### config.mk
export PLATFORM = sky130hd
export DESIGN_NAME = muxed_stream_deframer_crc32_header_core_flat
export DESIGN_NICKNAME = d
export VERILOG_FILES = /design/src/rtl/msdf_pkg.sv /design/src/rtl/msdf_if.sv /design/src/rtl/msdf_out_buf.sv /design/src/rtl/muxed_stream_deframer_crc32_header_core.sv /design/src/flat_wrapper.sv
export SDC_FILE = /design/constraint.sdc
export NUM_CORES = 1
export LEC_CHECK = 0
export BUFFER_PORTS_ARGS = -buffer_cell sky130_fd_sc_hd__buf_4
export CAP_MARGIN = 0
export CORE_MARGIN = 2
export CORE_UTILIZATION = 40
export DETAILED_ROUTE_END_ITERATION = 7
export PLACE_DENSITY_LB_ADDON = 0.25
export REMOVE_ABC_BUFFERS = 1
export SYNTH_ARGS = -nofsm -noshare
export SYNTH_HDL_FRONTEND = slang
export SYNTH_SLANG_ARGS = --single-unit
### constraint.sdc
create_clock -name i_clk -period 13.5 [get_ports i_clk]
set_input_delay 0.675 -clock i_clk [delete_from_list [all_inputs] [get_ports i_clk]]
set_output_delay 0.675 -clock i_clk [all_outputs]
set_load 0.02 [all_outputs]
### src/rtl/msdf_pkg.sv
// ============================================================================
// msdf_pkg - shared types and constants of the stream deframer
// Header layout, status and kind codes, config register indexes, the result
// transaction struct and the bytewise CRC32 update.
// ============================================================================
package msdf_pkg;

    // Header layout (big-endian fields)
    localparam int HEADER_BYTES = 16;
    localparam int HDR_CNT_W    = $clog2(HEADER_BYTES);
    localparam int CRC_SPAN     = 12;
    localparam int HDR_MAGIC    = 0;
    localparam int HDR_LEN      = 4;
    localparam int HDR_SID      = 8;
    localparam int HDR_TYPE     = 10;
    localparam int HDR_CRC      = 12;

    // Frame types
    localparam logic [7:0] TYPE_DATA = 8'd0;
    localparam logic [7:0] TYPE_EOF  = 8'd1;

    // CRC32 (reflected)
    localparam logic [31:0] CRC_POLY = 32'hEDB8_8320;
    localparam logic [31:0] CRC_ONES = 32'hFFFF_FFFF;

    // Stream table size and config reset values
    localparam int          STREAM_COUNT_DEF  = 4;
    localparam logic [31:0] MAGIC_WORD_RST    = 32'h4653_5231;
    localparam logic [31:0] SEQ_LIMIT_RST     = 32'd2000;
    localparam logic [15:0] MAX_PAYLOAD_RST   = 16'd4096;

    // Config register indexes
    localparam int          CFG_IDX_W       = 2;
    localparam logic [1:0]  CFG_MAGIC_WORD  = 2'd0;
    localparam logic [1:0]  CFG_SEQ_LIMIT   = 2'd1;
    localparam logic [1:0]  CFG_MAX_PAYLOAD = 2'd2;

    typedef enum logic [1:0] {
        KIND_PAYLOAD   = 2'd0,
        KIND_FRAME_END = 2'd1,
        KIND_MAGIC_ERR = 2'd2
    } t_kind;

    typedef enum logic [2:0] {
        ST_DATA_OK    = 3'd0,
        ST_EOF        = 3'd1,
        ST_CRC_ERR    = 3'd2,
        ST_BAD_STREAM = 3'd3,
        ST_BAD_TYPE   = 3'd4,
        ST_SEQ_OVF    = 3'd5,
        ST_OVERSIZE   = 3'd6
    } t_status;

    // One result transaction
    typedef struct packed {
        logic [1:0]  kind;
        logic [15:0] stream_id;
        logic [7:0]  payload_byte;
        logic        frame_last;
        logic [2:0]  status;
        logic [31:0] seq_number;
        logic [15:0] eof_total;
    } t_out_item;

    // CRC32 update by one byte, eight shift steps
    function automatic logic [31:0] crc32_byte(input logic [31:0] c, input logic [7:0] b);
        logic [31:0] r;
        int          k;
        r = c ^ {24'd0, b};
        for (k = 0; k < 8; k++) begin
            r = r[0] ? ((r >> 1) ^ CRC_POLY) : (r >> 1);
        end
        return r;
    endfunction

endpackage

### src/rtl/msdf_if.sv
// ============================================================================
// msdf_if - channel interfaces of the stream deframer
// Link byte input, result output and config write channel, each a
// valid/ready handshake with source and sink modports.
// ============================================================================

// Link byte channel
interface msdf_byte_if;
    logic       valid;
    logic       ready;
    logic [7:0] data_byte;

    modport source (output valid, output data_byte, input ready);
    modport sink   (input valid, input data_byte, output ready);
endinterface

// Result channel
interface msdf_result_if;
    logic        valid;
    logic        ready;
    logic [1:0]  kind;
    logic [15:0] stream_id;
    logic [7:0]  payload_byte;
    logic        frame_last;
    logic [2:0]  status;
    logic [31:0] seq_number;
    logic [15:0] eof_total;

    modport source (output valid, output kind, output stream_id, output payload_byte,
                    output frame_last, output status, output seq_number,
                    output eof_total, input ready);
    modport sink   (input valid, input kind, input stream_id, input payload_byte,
                    input frame_last, input status, input seq_number,
                    input eof_total, output ready);
endinterface

// Config write channel
interface msdf_cfg_if;
    logic        valid;
    logic        ready;
    logic [1:0]  index;
    logic [31:0] data;

    modport source (output valid, output index, output data, input ready);
    modport sink   (input valid, input index, input data, output ready);
endinterface

### src/rtl/msdf_out_buf.sv
// ============================================================================
// msdf_out_buf - two-entry result buffer
// Output register plus skid entry. Upstream ready is registered, so the
// input side never waits combinationally on the downstream ready.
// ============================================================================
module msdf_out_buf (
    input  logic                i_clk,
    input  logic                i_rst_n,
    input  logic                i_valid,
    output logic                o_ready,
    input  msdf_pkg::t_out_item i_item,
    output logic                o_valid,
    input  logic                i_ready,
    output msdf_pkg::t_out_item o_item
);

    logic                r_main_v;
    logic                r_skid_v;
    msdf_pkg::t_out_item r_main;
    msdf_pkg::t_out_item r_skid;
    logic                pop;

    assign pop     = r_main_v & i_ready;
    assign o_ready = ~r_skid_v;
    assign o_valid = r_main_v;
    assign o_item  = r_main;

    // Valid flags
    always_ff @(posedge i_clk) begin
        if (!i_rst_n) begin
            r_main_v <= 1'b0;
            r_skid_v <= 1'b0;
        end else if (!r_main_v || pop) begin
            if (r_skid_v) begin
                r_main_v <= 1'b1;
                r_skid_v <= 1'b0;
            end else begin
                r_main_v <= i_valid;
            end
        end else if (i_valid && !r_skid_v) begin
            r_skid_v <= 1'b1;
        end
    end

    // Payload
    always_ff @(posedge i_clk) begin
        if (!r_main_v || pop) begin
            r_main <= r_skid_v ? r_skid : i_item;
        end else if (i_valid && !r_skid_v) begin
            r_skid <= i_item;
        end
    end

endmodule

### src/rtl/muxed_stream_deframer_crc32_header_core.sv
// ============================================================================
// muxed_stream_deframer_crc32_header_core - length-prefixed frame deframer
// Parses 16-byte CRC32-protected headers from a byte stream, forwards payload
// of good data frames and reports per-frame status with per-stream counters.
// ============================================================================
//
//  channel  dir  handshake      transaction
//  -------  ---  -------------  ----------------------------------------------
//  i_in     in   valid/ready    one link byte (data_byte)
//  o_out    out  valid/ready    one result: kind, stream id, byte, status, ...
//  i_cfg    in   valid/ready    register write: index, data (ready always 1)
//
//  One link byte per cycle; each byte is processed in the cycle it is taken
//  and its result, if any, is registered in the output register or skid entry.
//  The per-stream counter table is read once per frame on header byte 9 and
//  written back on the final result of a frame without a CRC, stream or type
//  error. Reset clears the table's valid bits at once, so no clearing pass is
//  needed. Input stalls only when the two-entry result buffer is full. After a
//  magic error, input is taken and dropped until reset.
//
module muxed_stream_deframer_crc32_header_core #(
    parameter int STREAM_COUNT = msdf_pkg::STREAM_COUNT_DEF
) (
    input  logic          i_clk,
    input  logic          i_rst_n,
    msdf_byte_if.sink     i_in,
    msdf_result_if.source o_out,
    msdf_cfg_if.sink      i_cfg
);

    localparam int SID_W = (STREAM_COUNT > 1) ? $clog2(STREAM_COUNT) : 1;
    localparam logic [16:0] SID_LIMIT = 17'(STREAM_COUNT);
    localparam int HC_W = msdf_pkg::HDR_CNT_W;

    typedef enum logic [1:0] {
        PH_HEADER  = 2'd0,
        PH_PAYLOAD = 2'd1,
        PH_HALT    = 2'd2
    } t_phase;

    typedef struct packed {
        logic [31:0] seq;
        logic [15:0] eof;
    } t_ctr;

    // Config registers
    logic [31:0] r_magic_word;
    logic [31:0] r_seq_limit;
    logic [15:0] r_max_payload;

    // Frame state
    t_phase            r_phase,   n_phase;
    logic [HC_W-1:0]   r_hdr_cnt, n_hdr_cnt;
    logic [31:0]       r_crc,     n_crc;
    logic [31:0]       r_left,    n_left;
    msdf_pkg::t_status r_verdict, n_verdict;
    logic [7:0]        r_hdr [msdf_pkg::HEADER_BYTES];

    // Per-stream counter table
    t_ctr              r_ctr_mem [STREAM_COUNT];
    logic              r_ctr_vld [STREAM_COUNT];
    t_ctr              r_rd;
    logic              r_rd_vld;
    logic [SID_W-1:0]  r_cur_idx;

    logic                in_fire;
    logic                buf_ready;
    logic [7:0]          b;
    logic [15:0]         hdr_sid;
    logic [31:0]         hdr_magic;
    logic [31:0]         hdr_len;
    logic [7:0]          hdr_type;
    logic [31:0]         hdr_crc;
    logic                crc_ok;
    logic                sid_ok;
    logic                rd_en;
    logic [SID_W-1:0]    rd_idx;
    t_ctr                cur;
    msdf_pkg::t_status   hdr_verdict;
    msdf_pkg::t_status   e_verdict;
    logic                emit_en;
    logic                emit_last;
    msdf_pkg::t_kind     emit_kind;
    logic [7:0]          emit_byte;
    logic                halt_res;
    logic                res_valid;
    msdf_pkg::t_out_item res_item;
    logic                wr_en;
    t_ctr                wr_data;
    msdf_pkg::t_out_item out_item;

    assign in_fire    = i_in.valid & i_in.ready;
    assign i_in.ready = buf_ready;
    assign b          = i_in.data_byte;
    assign i_cfg.ready = 1'b1;

    // Header fields; byte 15 is the byte on the input
    assign hdr_sid   = {r_hdr[msdf_pkg::HDR_SID], r_hdr[msdf_pkg::HDR_SID+1]};
    assign hdr_magic = {r_hdr[msdf_pkg::HDR_MAGIC], r_hdr[msdf_pkg::HDR_MAGIC+1],
                        r_hdr[msdf_pkg::HDR_MAGIC+2], r_hdr[msdf_pkg::HDR_MAGIC+3]};
    assign hdr_len   = {r_hdr[msdf_pkg::HDR_LEN], r_hdr[msdf_pkg::HDR_LEN+1],
                        r_hdr[msdf_pkg::HDR_LEN+2], r_hdr[msdf_pkg::HDR_LEN+3]};
    assign hdr_type  = r_hdr[msdf_pkg::HDR_TYPE];
    assign hdr_crc   = {r_hdr[msdf_pkg::HDR_CRC], r_hdr[msdf_pkg::HDR_CRC+1],
                        r_hdr[msdf_pkg::HDR_CRC+2], b};
    assign crc_ok    = (r_crc ^ msdf_pkg::CRC_ONES) == hdr_crc;
    assign sid_ok    = {1'b0, hdr_sid} < SID_LIMIT;

    // Counters of the current stream; unwritten entries read as zero
    assign cur = r_rd_vld ? r_rd : '0;

    // Header checks in priority order
    always_comb begin
        if (!crc_ok) begin
            hdr_verdict = msdf_pkg::ST_CRC_ERR;
        end else if (!sid_ok) begin
            hdr_verdict = msdf_pkg::ST_BAD_STREAM;
        end else if (hdr_type == msdf_pkg::TYPE_EOF) begin
            hdr_verdict = msdf_pkg::ST_EOF;
        end else if (hdr_type != msdf_pkg::TYPE_DATA) begin
            hdr_verdict = msdf_pkg::ST_BAD_TYPE;
        end else if (hdr_len > {16'd0, r_max_payload}) begin
            hdr_verdict = msdf_pkg::ST_OVERSIZE;
        end else if (cur.seq >= r_seq_limit) begin
            hdr_verdict = msdf_pkg::ST_SEQ_OVF;
        end else begin
            hdr_verdict = msdf_pkg::ST_DATA_OK;
        end
    end

    // Per-byte step
    always_comb begin
        n_phase   = r_phase;
        n_hdr_cnt = r_hdr_cnt;
        n_crc     = r_crc;
        n_left    = r_left;
        n_verdict = r_verdict;
        e_verdict = r_verdict;
        emit_en   = 1'b0;
        emit_last = 1'b0;
        emit_kind = msdf_pkg::KIND_FRAME_END;
        emit_byte = 8'd0;
        halt_res  = 1'b0;
        rd_en     = 1'b0;
        case (r_phase)
            PH_HEADER: begin
                if (in_fire) begin
                    if (r_hdr_cnt < HC_W'(msdf_pkg::CRC_SPAN)) begin
                        n_crc = msdf_pkg::crc32_byte(r_crc, b);
                    end
                    rd_en     = r_hdr_cnt == HC_W'(msdf_pkg::HDR_SID + 1);
                    n_hdr_cnt = r_hdr_cnt + 1'b1;
                    if (r_hdr_cnt == HC_W'(msdf_pkg::HEADER_BYTES - 1)) begin
                        n_hdr_cnt = '0;
                        n_crc     = msdf_pkg::CRC_ONES;
                        if (hdr_magic != r_magic_word) begin
                            n_phase  = PH_HALT;
                            halt_res = 1'b1;
                        end else begin
                            n_verdict = hdr_verdict;
                            e_verdict = hdr_verdict;
                            n_left    = hdr_len;
                            if (hdr_len == 32'd0) begin
                                emit_en   = 1'b1;
                                emit_last = 1'b1;
                            end else begin
                                n_phase = PH_PAYLOAD;
                            end
                        end
                    end
                end
            end
            PH_PAYLOAD: begin
                if (in_fire) begin
                    n_left    = r_left - 32'd1;
                    emit_last = r_left == 32'd1;
                    if (emit_last) begin
                        n_phase = PH_HEADER;
                    end
                    if (r_verdict == msdf_pkg::ST_DATA_OK) begin
                        emit_en   = 1'b1;
                        emit_kind = msdf_pkg::KIND_PAYLOAD;
                        emit_byte = b;
                    end else begin
                        emit_en = emit_last;
                    end
                end
            end
            PH_HALT: begin
                n_phase = PH_HALT;
            end
            default: begin
                n_phase = PH_HEADER;
            end
        endcase
    end

    // Result and counter write-back
    always_comb begin
        res_item.kind         = emit_kind;
        res_item.stream_id    = hdr_sid;
        res_item.payload_byte = emit_byte;
        res_item.frame_last   = emit_last;
        res_item.status       = e_verdict;
        res_item.seq_number   = 32'd0;
        res_item.eof_total    = 16'd0;
        if (e_verdict != msdf_pkg::ST_CRC_ERR && e_verdict != msdf_pkg::ST_BAD_STREAM
            && sid_ok) begin
            res_item.seq_number = cur.seq;
            res_item.eof_total  = cur.eof;
            if (e_verdict == msdf_pkg::ST_EOF && cur.eof != 16'hFFFF) begin
                res_item.eof_total = cur.eof + 16'd1;
            end
        end
        if (halt_res) begin
            res_item.kind         = msdf_pkg::KIND_MAGIC_ERR;
            res_item.payload_byte = 8'd0;
            res_item.frame_last   = 1'b1;
            res_item.status       = msdf_pkg::ST_DATA_OK;
            res_item.seq_number   = 32'd0;
            res_item.eof_total    = 16'd0;
        end
        res_valid = emit_en | halt_res;

        wr_data = cur;
        wr_en   = 1'b0;
        if (emit_en && emit_last && sid_ok) begin
            case (e_verdict)
                msdf_pkg::ST_DATA_OK, msdf_pkg::ST_SEQ_OVF, msdf_pkg::ST_OVERSIZE: begin
                    wr_en = 1'b1;
                    if (cur.seq != 32'hFFFF_FFFF) begin
                        wr_data.seq = cur.seq + 32'd1;
                    end
                end
                msdf_pkg::ST_EOF: begin
                    wr_en = 1'b1;
                    if (cur.eof != 16'hFFFF) begin
                        wr_data.eof = cur.eof + 16'd1;
                    end
                end
                default: begin
                    wr_en = 1'b0;
                end
            endcase
        end
    end

    assign rd_idx = SID_W'({r_hdr[msdf_pkg::HDR_SID], b});

    // Frame state and config registers
    always_ff @(posedge i_clk) begin
        if (!i_rst_n) begin
            r_phase       <= PH_HEADER;
            r_hdr_cnt     <= '0;
            r_crc         <= msdf_pkg::CRC_ONES;
            r_left        <= 32'd0;
            r_verdict     <= msdf_pkg::ST_DATA_OK;
            r_magic_word  <= msdf_pkg::MAGIC_WORD_RST;
            r_seq_limit   <= msdf_pkg::SEQ_LIMIT_RST;
            r_max_payload <= msdf_pkg::MAX_PAYLOAD_RST;
        end else begin
            r_phase   <= n_phase;
            r_hdr_cnt <= n_hdr_cnt;
            r_crc     <= n_crc;
            r_left    <= n_left;
            r_verdict <= n_verdict;
            if (i_cfg.valid) begin
                case (i_cfg.index)
                    msdf_pkg::CFG_MAGIC_WORD:  r_magic_word  <= i_cfg.data;
                    msdf_pkg::CFG_SEQ_LIMIT:   r_seq_limit   <= i_cfg.data;
                    msdf_pkg::CFG_MAX_PAYLOAD: r_max_payload <= i_cfg.data[15:0];
                    default: begin
                    end
                endcase
            end
        end
    end

    // Header byte store
    always_ff @(posedge i_clk) begin
        if (r_phase == PH_HEADER && in_fire) begin
            r_hdr[r_hdr_cnt] <= b;
        end
    end

    // Counter table valid bits
    always_ff @(posedge i_clk) begin
        if (!i_rst_n) begin
            for (int s = 0; s < STREAM_COUNT; s++) begin
                r_ctr_vld[s] <= 1'b0;
            end
        end else if (wr_en) begin
            r_ctr_vld[r_cur_idx] <= 1'b1;
        end
    end

    // Counter table: one read per frame, at most one write at frame end
    always_ff @(posedge i_clk) begin
        if (wr_en) begin
            r_ctr_mem[r_cur_idx] <= wr_data;
        end
        if (rd_en) begin
            r_rd      <= r_ctr_mem[rd_idx];
            r_rd_vld  <= r_ctr_vld[rd_idx];
            r_cur_idx <= rd_idx;
        end
    end

    msdf_out_buf u_out_buf (
        .i_clk   (i_clk),
        .i_rst_n (i_rst_n),
        .i_valid (res_valid),
        .o_ready (buf_ready),
        .i_item  (res_item),
        .o_valid (o_out.valid),
        .i_ready (o_out.ready),
        .o_item  (out_item)
    );

    assign o_out.kind         = out_item.kind;
    assign o_out.stream_id    = out_item.stream_id;
    assign o_out.payload_byte = out_item.payload_byte;
    assign o_out.frame_last   = out_item.frame_last;
    assign o_out.status       = out_item.status;
    assign o_out.seq_number   = out_item.seq_number;
    assign o_out.eof_total    = out_item.eof_total;

    // Halt after a magic error lasts until reset
    a_halt_sticky: assert property (@(posedge i_clk) disable iff (!i_rst_n)
        r_phase == PH_HALT |=> r_phase == PH_HALT)
        else $error("deframer left halt without reset");

    // Header byte count runs only while collecting a header
    a_hdr_cnt_idle: assert property (@(posedge i_clk) disable iff (!i_rst_n)
        r_phase != PH_HEADER |-> r_hdr_cnt == '0)
        else $error("header count nonzero outside header phase");

    // Payload phase always has bytes left
    a_payload_left: assert property (@(posedge i_clk) disable iff (!i_rst_n)
        r_phase == PH_PAYLOAD |-> r_left != 32'd0)
        else $error("payload phase with zero bytes left");

    // Only payload results may leave a frame open
    a_end_marks_last: assert property (@(posedge i_clk) disable iff (!i_rst_n)
        o_out.valid && o_out.kind != msdf_pkg::KIND_PAYLOAD |-> o_out.frame_last)
        else $error("frame end result without last flag");

endmodule

### src/flat_wrapper.sv
// flat-port wrapper written by rule: the top's interface ports become plain ports
module muxed_stream_deframer_crc32_header_core_flat 
#(
    parameter int STREAM_COUNT = msdf_pkg::STREAM_COUNT_DEF
)
  (i_clk, i_rst_n, i_in_valid, i_in_data_byte, i_in_ready, o_out_valid, o_out_kind, o_out_stream_id, o_out_payload_byte, o_out_frame_last, o_out_status, o_out_seq_number, o_out_eof_total, o_out_ready, i_cfg_valid, i_cfg_index, i_cfg_data, i_cfg_ready);
  msdf_byte_if i_in_i ();
  msdf_result_if o_out_i ();
  msdf_cfg_if i_cfg_i ();
  input  logic i_clk;
  input  logic i_rst_n;
  input wire logic [$bits(i_in_i.valid)-1:0] i_in_valid;
  input wire logic [$bits(i_in_i.data_byte)-1:0] i_in_data_byte;
  output wire logic [$bits(i_in_i.ready)-1:0] i_in_ready;
  output wire logic [$bits(o_out_i.valid)-1:0] o_out_valid;
  output wire logic [$bits(o_out_i.kind)-1:0] o_out_kind;
  output wire logic [$bits(o_out_i.stream_id)-1:0] o_out_stream_id;
  output wire logic [$bits(o_out_i.payload_byte)-1:0] o_out_payload_byte;
  output wire logic [$bits(o_out_i.frame_last)-1:0] o_out_frame_last;
  output wire logic [$bits(o_out_i.status)-1:0] o_out_status;
  output wire logic [$bits(o_out_i.seq_number)-1:0] o_out_seq_number;
  output wire logic [$bits(o_out_i.eof_total)-1:0] o_out_eof_total;
  input wire logic [$bits(o_out_i.ready)-1:0] o_out_ready;
  input wire logic [$bits(i_cfg_i.valid)-1:0] i_cfg_valid;
  input wire logic [$bits(i_cfg_i.index)-1:0] i_cfg_index;
  input wire logic [$bits(i_cfg_i.data)-1:0] i_cfg_data;
  output wire logic [$bits(i_cfg_i.ready)-1:0] i_cfg_ready;
  assign i_in_i.valid = i_in_valid;
  assign i_in_i.data_byte = i_in_data_byte;
  assign i_in_ready = i_in_i.ready;
  assign o_out_valid = o_out_i.valid;
  assign o_out_kind = o_out_i.kind;
  assign o_out_stream_id = o_out_i.stream_id;
  assign o_out_payload_byte = o_out_i.payload_byte;
  assign o_out_frame_last = o_out_i.frame_last;
  assign o_out_status = o_out_i.status;
  assign o_out_seq_number = o_out_i.seq_number;
  assign o_out_eof_total = o_out_i.eof_total;
  assign o_out_i.ready = o_out_ready;
  assign i_cfg_i.valid = i_cfg_valid;
  assign i_cfg_i.index = i_cfg_index;
  assign i_cfg_i.data = i_cfg_data;
  assign i_cfg_ready = i_cfg_i.ready;
  muxed_stream_deframer_crc32_header_core #(.STREAM_COUNT(STREAM_COUNT)) u_core (.i_clk(i_clk), .i_rst_n(i_rst_n), .i_in(i_in_i), .o_out(o_out_i), .i_cfg(i_cfg_i));
endmodule
======== Yosys cells after proc, flatten, opt, wreduce, memory -nomap -nowiden ========
Memories as Yosys holds them, arrays and structs flattened. A register that Yosys moved wholly into a read port is not among the register bits.
Cells that the tools add are included.
storage, ports and cells
  register bits after elaboration ......... 313
  memory bits (writable) .................. 324
  input bits .............................. 47
  output and inout bits ................... 81
  logic and storage cells ................. 183
  memories kept ........................... 3
memories
  name              depth  bits a word  rd ports  clocked after memory_dff  wr ports  line                                           source
  u_core.r_ctr_mem  4      48           1         1                         1         muxed_stream_deframer_crc32_header_core.sv:60  t_ctr r_ctr_mem [STREAM_COUNT];
  u_core.r_hdr      16     8            14        0                         1         muxed_stream_deframer_crc32_header_core.sv:57  logic [7:0] r_hdr [msdf_pkg::HEADER_BYTES];
  u_core.r_ctr_vld  4      1            1         1                         4         muxed_stream_deframer_crc32_header_core.sv:61  logic r_ctr_vld [STREAM_COUNT];
operators by class
  $add $sub $neg .......................... 4
  $lt $le $gt $ge ......................... 4
  equal/unequal tests ..................... 23
  muxes and demuxes ....................... 78
  bitwise logic cells ..................... 16
  reductions and logical operators ........ 30
operator list
  operator                                                      number
  2-to-1 mux 32 bit                                             16
  2-to-1 mux 48 bit                                             3
  inverter 13 -> 14 bit                                         8
  2-to-1 mux 78 bit                                             1
  case mux 32 bit (2 select lines)                              1
  2-to-1 mux 60 bit                                             1
  2-to-1 mux 16 bit                                             3
  adder 32 x 1 -> 32 bit (second input constant)                1
  == test 32 x 1 -> 1 bit (second input constant)               1
  == test 32 bit                                                1
  greater-or-equal comparator 32 bit                            1
  > comparator 32 x 16 -> 1 bit                                 1
  zero test 32 bit                                              1
  inequality test 32 bit                                        1
  inequality test 32 bit (second input constant)                1
  inverter 32 bit                                               1
  subtractor 32 x 1 -> 32 bit (second input constant)           1
  bitwise XOR 32 x 8 -> 32 bit                                  1
  2-to-1 mux 3 bit                                              10
  2-to-1 mux 1 bit                                              26
  2-to-1 mux 8 bit                                              3
  2-to-1 mux 2 bit                                              10
  adder 16 x 1 -> 16 bit (second input constant)                1
  less-than comparator 16 x 3 -> 1 bit (second input constant)  1
  other kinds (32)                                              60

======== Logic depth before layout (Yosys ltp) ========
Gate-level depths: netlist of the first run.
  word-level depth ........................ 21
  mapped depth ............................ 19

======== Hierarchy ========
A second synthesis of the first run with hierarchy kept.
unflattened totals
  cells, all modules ...................... 2258
  area total of the unflattened synthesis .. 29358.2 µm²
by module, submodules not included
  module                                   instances  cells an instance  area each (µm²)  sequential area each (µm²)
  muxed_stream_deframer_crc32_header_core  1          2007               23251.0          13813.2
  msdf_out_buf                             1          251                6107.1           4724.5

======== Worst setup path after synthesis of the first run ========
Ideal clock, no wire load.
  kind .................................... input to register
  start ................................... in o_out_ready
  end ..................................... reg u_core.u_out_buf.r_skid[0] in the netlist's numbering (enable)
  setup time .............................. 630 ps
  arrival ................................. 8386 ps
  required time ........................... 12870 ps
  setup slack ............................. 4484 ps
  cell stages on the path ................. 2
  path buffers ............................ 0
  cell sequence ........................... nand2b_1 a211oi_1
on the way
  cells in the longest elaborated chain, start to end .. 4
RTL lines
  element                        line                source
  start: declaration             flat_wrapper.sv:23  input wire logic [$bits(o_out_i.ready)-1:0] o_out_ready;
  AND 1 bit                      msdf_out_buf.sv:23  assign pop = r_main_v & i_ready;
  logical OR 1 bit               msdf_out_buf.sv:47  if (!r_main_v || pop) begin
  inverter 1 bit (no line)       -
  AND reduction 2 bit (no line)  -
  end signal: assignment         msdf_out_buf.sv:50  r_skid <= i_item;
  end: declaration               msdf_out_buf.sv:20  msdf_pkg::t_out_item r_skid;
Every way passes these cells.
A chain may end at the register's enable or synchronous reset.

======== Final worst setup path of the first run ========
  start ................................... reg u_core.r_rd_vld, read port of u_core.r_ctr_vld
  end ..................................... mem u_core.r_ctr_mem[0][27] in the netlist's numbering (enable)
on the way
  cells in the longest elaborated chain, start to end .. 18
  elaborated cells between the ends (all ways) .. 21
  those cells by class .................... order compare (1); eq/ne (3); mux (15); reduce/logical (2)
RTL lines
  element                                      line                                            source
  start: declaration                           muxed_stream_deframer_crc32_header_core.sv:63   logic r_rd_vld;
  2-to-1 mux 48 bit *                          muxed_stream_deframer_crc32_header_core.sv:110  assign cur = r_rd_vld ? r_rd : '0;
  greater-or-equal comparator 32 bit *         muxed_stream_deframer_crc32_header_core.sv:124  end else if (cur.seq >= r_seq_limit) begin
  2-to-1 mux 3 bit *                           muxed_stream_deframer_crc32_header_core.sv:124
  2-to-1 mux 3 bit *                           muxed_stream_deframer_crc32_header_core.sv:122  end else if (hdr_len > {16'd0, r_max_payload}) begin
  2-to-1 mux 3 bit *                           muxed_stream_deframer_crc32_header_core.sv:120  end else if (hdr_type != msdf_pkg::TYPE_DATA) begin
  2-to-1 mux 3 bit *                           muxed_stream_deframer_crc32_header_core.sv:118  end else if (hdr_type == msdf_pkg::TYPE_EOF) begin
  2-to-1 mux 3 bit *                           muxed_stream_deframer_crc32_header_core.sv:116  end else if (!sid_ok) begin
  2-to-1 mux 3 bit *                           muxed_stream_deframer_crc32_header_core.sv:114  if (!crc_ok) begin
  [2 not listed]                               -
  2-to-1 mux 3 bit *                           muxed_stream_deframer_crc32_header_core.sv:147  if (in_fire) begin
  2-to-1 mux 3 bit *                           muxed_stream_deframer_crc32_header_core.sv:145  case (r_phase)
  == test 3 bit, or another cell as far along  muxed_stream_deframer_crc32_header_core.sv:228  case (e_verdict)
  OR reduction 4 bit (no line) *               -
  2-to-1 mux 1 bit *                           muxed_stream_deframer_crc32_header_core.sv:228
  2-to-1 mux 1 bit *                           muxed_stream_deframer_crc32_header_core.sv:227  if (emit_en && emit_last && sid_ok) begin
  2-to-1 mux 1 bit *                           muxed_stream_deframer_crc32_header_core.sv:299  if (wr_en) begin
  2-to-1 mux 1 bit (implied by the code) *     muxed_stream_deframer_crc32_header_core.sv:300  r_ctr_mem[r_cur_idx] <= wr_data;
  end: declaration                             muxed_stream_deframer_crc32_header_core.sv:60
Every way passes the cells marked *; elsewhere a longest branch is shown, timed or not.

==> Flow_metrics.wiki, run 1 <==
{| class="wikitable"
! Metric !! Value
|-
| Predominant post-synthesis flop cell || sky130_fd_sc_hd__edfxtp_1
|-
| Effective utilization at floorplan || 0.4034
|-
| CTS max path bufs || 3
|-
| Clock Latency Late Sink || 0.61 ns
|-
| Layout cell share with drive strength beyond 1 || 0.1500
|-
| Syn_area_per_cell || 12.51 sq um
|-
| Post-DP HPWL || 45120 um
|-
| Total Routing Usage GR || 0.1895
|-
| Synth top area cells || sky130_fd_sc_hd__edfxtp_1 (53%), sky130_fd_sc_hd__dfxtp_1 (11%), sky130_fd_sc_hd__nand2_1 (4.7%)
|-
| Wire length of the first global-routing pass || 108400 um
|-
| Complex-gate fraction of the synthesized area || 0.06915
|-
| Fraction of the mapped netlist area in simple logic gates || 0.1260
|-
| DIE WIDTH || 272.3 um
|-
| Count of hold buffers inserted by post-cts repair || 0
|-
| Post-CTS setup buffer count || 0
|-
| DIE AREA || 74130 sq um
|-
| Slew Limit Headroom || 0.1104
|-
| Post-Synth XOR/XNOR Area || 0.05689
|-
| Final weighted congestion of routability-driven global placement || 0.8659
|-
| Num CTS Buffers || 71
|-
| Final wirelength || 70730 um
|-
| Number of distinct library cells after synthesis || 72
|-
| Number of DRC markers after the initial detailed-route iteration || 1383
|-
| Placed Instance Area || 30740 sq um
|-
| Sequential element share of the synthesized area || 0.6439
|-
| Leakage || 11.58 nW
|-
| Worst setup SP type || flop
|-
| Number of global-route vias before repair || 18420
|-
| Cell type contributing the most total cell area after synthesis || sky130_fd_sc_hd__edfxtp_1
|-
| Row cnt || 98
|-
| Remaining routing DRC violations || 0
|-
| Total number of vias || 18320
|-
| Post-layout utilization of the core || 0.4644
|-
| Main combinational cell family by area after synthesis || simple AND/OR/NAND/NOR gates
|-
| Max-capacitance violation count || 0
|-
| Proportion of synthesized flip-flops having asynchronous set or reset || 0
|-
| Routing usage on met3 || 0.02856
|-
| Power Dens Cells || 147.0 nW/um^2
|-
| Post-route minimum period || 5.314 ns
|-
| Crit path required time || 13.73 ns
|-
| Y dimension of the die || 272.3 um
|-
| Largest net degree at the start of global routing || 77
|-
| Number of flops mapped to enable cells by yosys || 512
|-
| Number of register bits inferred by synthesis || 670
|-
| Critical Path Sink Type || flop
|-
| Post-cts resize count || 0
|-
| Highest Clock Rate || 188.2 MHz
|-
| Final net count || 2521
|-
| Cell area after synthesis || 28790 sq um
|-
| Crit Path Category || reg -> reg
|-
| DR vias/cell || 5.353
|-
| Mux share of post-synthesis cell area || 0.05007
|-
| Tcrit/Tclk final || 0.3936
|-
| Clock tree from TritonCTS || yes
|-
| Fin. Hold Viols || 0
|-
| Max Clock Skew || 0.02790 ns
|-
| Clock slew seen by the registers of the worst setup and hold paths || 0.06 ns
|-
| Slew at the pin closest to its max-slew limit || 1.330 ns
|-
| Class of the worst hold path || in -> reg
|-
| Max IR drop VDD || 0.00007140 V
|-
| Setup tns final || 0 ns
|-
| Worst Path Max Fanout || 57
|-
| Routed len/inst || 20.66 um
|-
| Number of endpoints failing setup at the final stage || 0
|-
| Arrival time at the worst endpoint || 5.55 ns
|-
| Ports || 128
|-
| Peak-usage layer in the global routing report || met2
|-
| Post-synthesis share of cell area spent on full adders, half adders and majority gates || 0.02556
|-
| Result of the run || finished, final reports clean
|-
| Global Route met1 Usage || 0.2559
|-
| Root buf cell || sky130_fd_sc_hd__clkbuf_16
|-
| Area share of the largest cell type after synthesis || 0.5341
|-
| Core Footprint || 71360 sq um
|-
| Antenna-violating nets left || 0
|-
| Number of fillers in the final layout || 6385
|-
| Grt total ovfl || 0
|-
| Cells after synthesis || 2301
|-
| Antenna violations before repair || 0
|-
| Number of pins with negative max-slew slack in the final report || 0
|-
| Synthesis Warnings || 0
|-
| Setup repair after global routing missed its margin || no
|-
| Post-route standard cell area excluding fillers || 33140 sq um
|-
| Number of port buffers || 126
|-
| Layout area overhead || 15.12%
|-
| Clock sink count || 670
|-
| Number of antenna diodes || 0
|-
| Total number of H-tree levels || 3
|-
| Number of iterations in the first detailed-routing pass || 5
|-
| Met2 global-route usage || 0.3128
|}
## final timing paths
path	start	end	slack [ns]	depth (start not counted)
min	i_cfg_data[25]	u_core.r_magic_word[25]	0.30	3
max reg2reg	u_core.r_rd_vld	u_core.r_ctr_mem[0][27]	8.19	15
min reg2reg	u_core.r_hdr[9][1]	u_core.u_out_buf.r_skid[61]	0.45	0
max	u_core.r_rd_vld	u_core.r_ctr_mem[0][27]	8.19	15
## logic make-up after synthesis
group	count (synthesis)
muxes	80
AOI/OAI and AO/OA	321
adders and majority gates	59
buffers and inverters	207
and+or+nand+nor	776
other	1
DFF	670
xor gates and xnor gates	187
## cell type report
type | instances | area (sq um) | share of cell area
clock buffers | 99 | 2047 | 0.06177
inverters | 99 | 371.6 | 0.01121
flip-flops and latches | 670 | 18540 | 0.5595
multi-input cells | 1424 | 9513 | 0.2871
repair buffers | 150 | 1126 | 0.03398
well taps | 950 | 1189 | 0.03587
clock inverters | 31 | 351.6 | 0.01061
## critical path: stages, from the launching register on
cell,delay (ns)
sky130_fd_sc_hd__edfxtp_1,0.32
sky130_fd_sc_hd__buf_4,0.55
sky130_fd_sc_hd__nand2_1,0.30
sky130_fd_sc_hd__inv_1,0.21
sky130_fd_sc_hd__ha_1,0.26
sky130_fd_sc_hd__and4_1,0.17
sky130_fd_sc_hd__nand2_1,0.11
sky130_fd_sc_hd__and4b_1,0.22
sky130_fd_sc_hd__o41a_1,0.36
sky130_fd_sc_hd__a311o_1,0.41
sky130_fd_sc_hd__o31ai_2,0.38
sky130_fd_sc_hd__a21oi_1,0.14
sky130_fd_sc_hd__xor2_1,0.23
sky130_fd_sc_hd__or2_2,0.39
sky130_fd_sc_hd__nor3_2,0.14
sky130_fd_sc_hd__buf_4,0.67
## through the flow
step / hold slack (ns) / total power [W] / cells / worst slack (ns)
floorplan: 0.4222 / 0.002765 / 2193 / 4.484
global placement: 0.4331 / 0.002909 / 3293 / 8.217
detailed placement: 0.4422 / 0.002910 / 3293 / 8.141
CTS: 0.2651 / 0.004921 / 3423 / 8.211
global route: 0.3013 / 0.005052 / 3423 / 7.860
finish: 0.3021 / 0.004872 / 3423 / 8.186
## registers in the layout, summed over array words and instances, names as in the netlist, 3 cells and up
register                 count
u_core.r_seq_limit          32
u_core.r_rd                 48
u_core.r_max_payload        16
u_core.r_magic_word         32
u_core.r_crc                32
u_core.r_hdr_cnt             4
u_core.u_out_buf.r_skid     78
u_core.r_left               32
u_core.u_out_buf.o_item     78
u_core.r_ctr_mem           192
u_core.r_ctr_vld             4
u_core.r_verdict             3
u_core.r_hdr               112
## power by group
part | switching (W) | total [W] | internal, W
Clock | 0.000806 | 0.00200 | 0.00120
Combinational | 0.000305 | 0.000579 | 0.000274
Sequential | 0.0000434 | 0.00229 | 0.00224
Total | 0.00115 | 0.00487 | 0.00372
## metal layers
metal  vias to the layer above  routed length, um
li1                       8595                  -
met1                      9086              31270
met2                       525              33790
met3                       118               3873
met4                         0               1794
met5                         -                  0
## cell usage after synthesis (22+ instances only)
master and number:
sky130_fd_sc_hd__nor4_1 40, sky130_fd_sc_hd__o31ai_1 35, sky130_fd_sc_hd__nor3_1 36, sky130_fd_sc_hd__o21ai_0 50, sky130_fd_sc_hd__and2_1 30, sky130_fd_sc_hd__ha_1 58, sky130_fd_sc_hd__nand3_1 47, sky130_fd_sc_hd__dfxtp_1 158
sky130_fd_sc_hd__o22ai_1 34, sky130_fd_sc_hd__nand2_1 360, sky130_fd_sc_hd__edfxtp_1 512, sky130_fd_sc_hd__nand4_1 32, sky130_fd_sc_hd__inv_1 98, sky130_fd_sc_hd__xor2_1 34, sky130_fd_sc_hd__nor2_1 140, sky130_fd_sc_hd__mux4_2 49
sky130_fd_sc_hd__a21oi_1 121, sky130_fd_sc_hd__clkbuf_1 80, sky130_fd_sc_hd__mux2_2 22, sky130_fd_sc_hd__xnor2_1 153
## cell usage in the layout (no fill, tap or decap), types with 22 or more instances in the layout
cell type,count
sky130_fd_sc_hd__edfxtp_1,512
sky130_fd_sc_hd__xnor2_1,153
sky130_fd_sc_hd__o21ai_0,50
sky130_fd_sc_hd__buf_4,150
sky130_fd_sc_hd__nor4_1,40
sky130_fd_sc_hd__mux2_2,22
sky130_fd_sc_hd__o31ai_1,35
sky130_fd_sc_hd__inv_1,98
sky130_fd_sc_hd__clkbuf_16,75
sky130_fd_sc_hd__mux4_2,49
sky130_fd_sc_hd__nand2_1,360
sky130_fd_sc_hd__o22ai_1,34
sky130_fd_sc_hd__a21oi_1,121
sky130_fd_sc_hd__xor2_1,34
sky130_fd_sc_hd__ha_1,58
sky130_fd_sc_hd__dfxtp_1,157
sky130_fd_sc_hd__and2_1,30
sky130_fd_sc_hd__nor2_1,138
sky130_fd_sc_hd__nand4_1,32
sky130_fd_sc_hd__nand3_1,47
sky130_fd_sc_hd__nor3_1,35
Power figures use the tool's default switching activity.
==> run 2: changes to the inputs <==
clock period = 4.4 ns   (was 13.5 ns; I/O delays follow)
==> run 2 against run 1 <==
Total power rose to 3.0 times the previous value; flip-flop and latch count did not move; non-clock buffer count rose by 96; via count rose by 3.0%; clock skew rose by 0.025 ns; largest power group unchanged.
==> Flow_metrics.wiki, run 2 (synthesis results as in run 1) <==
{| class="wikitable"
! Metric !! Value
|-
| Largest register by flop count || u_core.r_ctr_mem (unchanged)
|-
| Critical Path Sink Type || flop (unchanged)
|-
| Row cnt || 98 (unchanged)
|-
| Grt total ovfl || 0 (unchanged)
|-
| Antenna violations before repair || 1 (was 0)
|-
| Final net count || 2619 (was 2521)
|-
| Most frequent cells in the layout || sky130_fd_sc_hd__edfxtp_1 (512), sky130_fd_sc_hd__nand2_1 (360), sky130_fd_sc_hd__buf_4 (200) (was sky130_fd_sc_hd__edfxtp_1 (512), sky130_fd_sc_hd__nand2_1 (360), sky130_fd_sc_hd__dfxtp_1 (157))
|-
| Slew at the pin closest to its max-slew limit || 1.194 ns (was 1.330 ns)
|-
| Crit Path Category || reg -> reg (unchanged)
|-
| Arrival time at the worst endpoint || 4.50 ns (was 5.55 ns)
|-
| Num CTS Buffers || 73 (was 71)
|-
| Cell count of the worst reg-to-reg path || 16 (was 15)
|-
| CTS max path bufs || 3 (unchanged)
|-
| Max-capacitance violation count || 0 (unchanged)
|-
| Result of the run || finished, final reports clean (unchanged)
|-
| Number of DRC markers after the initial detailed-route iteration || 1315 (was 1383)
|-
| DR vias/cell || 5.355 (was 5.353)
|-
| Final wirelength || 73260 um (was 70730 um)
|-
| Number of pins with negative max-slew slack in the final report || 0 (unchanged)
|-
| Post-route minimum period || 4.186 ns (was 5.314 ns)
|-
| Total number of vias || 18870 (was 18320)
|-
| Worst Path Max Fanout || 33 (was 57)
|-
| Class of the worst hold path || in -> reg (unchanged)
|-
| DIE AREA || 74130 sq um (unchanged)
|-
| Antenna-violating nets left || 0 (unchanged)
|-
| Worst r2r src || u_core.r_rd_vld (unchanged)
|-
| Leakage || 12.02 nW (was 11.58 nW)
|-
| Post-layout utilization of the core || 0.4771 (was 0.4644)
|-
| Number of cells traversed by the worst hold path || 2 (was 3)
|-
| Clock tree from TritonCTS || yes (unchanged)
|-
| Y dimension of the die || 272.3 um (unchanged)
|-
| Core Footprint || 71360 sq um (unchanged)
|-
| Setup repair after global routing missed its margin || no (unchanged)
|-
| Routed len/inst || 20.79 um (was 20.66 um)
|-
| Number of antenna diodes || 0 (unchanged)
|-
| Layout area overhead || 18.27% (was 15.12%)
|-
| Final weighted congestion of routability-driven global placement || 0.8433 (was 0.8659)
|-
| Effective utilization at floorplan || 0.4034 (unchanged)
|-
| Clock slew seen by the registers of the worst setup and hold paths || 0.06 ns (about the same)
|-
| Number of iterations in the first detailed-routing pass || 5 (unchanged)
|-
| Clock sink count || 670 (unchanged)
|-
| Post-route standard cell area excluding fillers || 34050 sq um (was 33140 sq um)
|-
| Ports || 128 (unchanged)
|-
| Tcrit/Tclk final || 0.9515 (was 0.3936)
|-
| Fin. Hold Viols || 0 (unchanged)
|-
| Placed Instance Area || 31250 sq um (was 30740 sq um)
|-
| Number of fillers in the final layout || 6325 (was 6385)
|-
| Biggest regs || u_core.r_ctr_mem (192), u_core.r_hdr (112) (unchanged)
|-
| Remaining routing DRC violations || 0 (unchanged)
|-
| Layout cell share with drive strength beyond 1 || 0.1695 (was 0.1500)
|-
| Number of global-route vias before repair || 18930 (was 18420)
|-
| Largest register FFs || 192 (unchanged)
|-
| Number of port buffers || 126 (unchanged)
|-
| Worst setup SP type || flop (unchanged)
|-
| Max Clock Skew || 0.05267 ns (was 0.02790 ns)
|-
| Source of the worst hold timing path || i_in_data_byte[5] (was i_cfg_data[25])
|-
| Highest Clock Rate || 238.9 MHz (was 188.2 MHz)
|-
| Max IR drop VDD || 0.0002697 V (was 0.00007140 V)
|-
| Total Routing Usage GR || 0.1956 (was 0.1895)
|-
| Root buf cell || sky130_fd_sc_hd__clkbuf_16 (unchanged)
|-
| Total number of H-tree levels || 3 (unchanged)
|-
| Crit path required time || 4.71 ns (was 13.73 ns)
|-
| Clock Latency Late Sink || 0.64 ns (was 0.61 ns)
|-
| Largest net degree at the start of global routing || 89 (was 77)
|-
| Post-DP HPWL || 47500 um (was 45120 um)
|-
| DIE WIDTH || 272.3 um (unchanged)
|-
| Number of endpoints failing setup at the final stage || 0 (unchanged)
|-
| Commonest non-fill, non-tap cell in the layout || sky130_fd_sc_hd__edfxtp_1 (unchanged)
|-
| Wire length of the first global-routing pass || 112000 um (was 108400 um)
|-
| Slew Limit Headroom || 0.2018 (was 0.1104)
|-
| Power Dens Cells || 435.1 nW/um^2 (was 147.0 nW/um^2)
|-
| Launch point of the critical path || u_core.r_rd_vld (unchanged)
|}
[run 2: cell count changes in the layout (fill, tap and decap cells not counted), sizes merged]
cell,previous run,this run
clkbuf,99,105
inv,103,101
buf,150,210
bufinv,7,2
clkinv,19,26
dlygate4sd3,0,34
[run 2: worst max-delay path, cell delays in order, from the launching register on]
cell and delay (ns):
sky130_fd_sc_hd__edfxtp_1 0.41, sky130_fd_sc_hd__buf_12 0.19, sky130_fd_sc_hd__nand2_1 0.10, sky130_fd_sc_hd__inv_1 0.06, sky130_fd_sc_hd__ha_1 0.30, sky130_fd_sc_hd__and4_1 0.23
sky130_fd_sc_hd__nand2_1 0.08, sky130_fd_sc_hd__and4b_1 0.20, sky130_fd_sc_hd__o41a_1 0.37, sky130_fd_sc_hd__a311o_2 0.42, sky130_fd_sc_hd__o31ai_4 0.28, sky130_fd_sc_hd__a21oi_2 0.11
sky130_fd_sc_hd__xor2_2 0.20, sky130_fd_sc_hd__or2_4 0.30, sky130_fd_sc_hd__nor3_4 0.23, sky130_fd_sc_hd__buf_12 0.16, sky130_fd_sc_hd__clkbuf_16 0.20
[run 2: final cells by class]
| cell class | count | area [sq um] | area share |
|---|---|---|---|
| tap | 950 | 1189 | 0.03491 |
| clock buffer | 103 | 2063 | 0.06060 |
| timing repair buffer | 246 | 2083 | 0.06119 |
| sequential | 670 | 18540 | 0.5446 |
| multi-input combinational | 1424 | 9545 | 0.2804 |
| clock inverter | 31 | 254.0 | 0.007460 |
| inverter | 99 | 371.6 | 0.01091 |
[run 2: layer usage]
layer  up-vias  global-route usage  wire length (um)
li1       8795                   -                 -
met1      9463              0.2635             32230
met2       501              0.3322             35830
met5         -                   0                 0
met3       106             0.02442              3587
met4         0             0.05610              1607
[run 2: metrics by stage]
step	hold slack (ns)	setup slack [ns]	TNS (ns)	power (W)	instances
finish	0.1502	0.2136	0	0.01481	3523
global route	0.1398	0.05822	0	0.01536	3523
CTS	0.1371	0.03231	0	0.01493	3517
detailed placement	0.4417	-0.01350	-0.1956	0.008976	3349
global placement	0.4330	0.1055	0	0.008948	3349
floorplan	0.2819	-4.520	-1155.46	0.008483	2193
[run 2: path summary, 6_finish.rpt]
kind	slack [ns]	end
worst max-delay path	0.21	u_core.r_ctr_mem[0][47]
worst min-delay path	0.15	u_core.r_hdr[3][5]
worst max register to register	0.21	u_core.r_ctr_mem[0][47]
worst min register to register	0.46	u_core.r_max_payload[15]
[run 2: report_power, final]
part | leakage (nW) | internal [W] | total, W | switching [W]
Sequential | 6.24 | 0.00689 | 0.00702 | 0.000134
Combinational | 4.65 | 0.000901 | 0.00186 | 0.000962
Clock | 1.13 | 0.00341 | 0.00593 | 0.00252
Total | 12.0 | 0.0112 | 0.0148 | 0.00362
[run 2: timing repair]
item,4_1_cts,5_1_grt
hold endpoints to repair,92,0
gates cloned,0,2
setup endpoints to repair,25,184
hold buffers,34,0
resized for setup,3,7
setup buffers,0,4
pin swaps,0,3
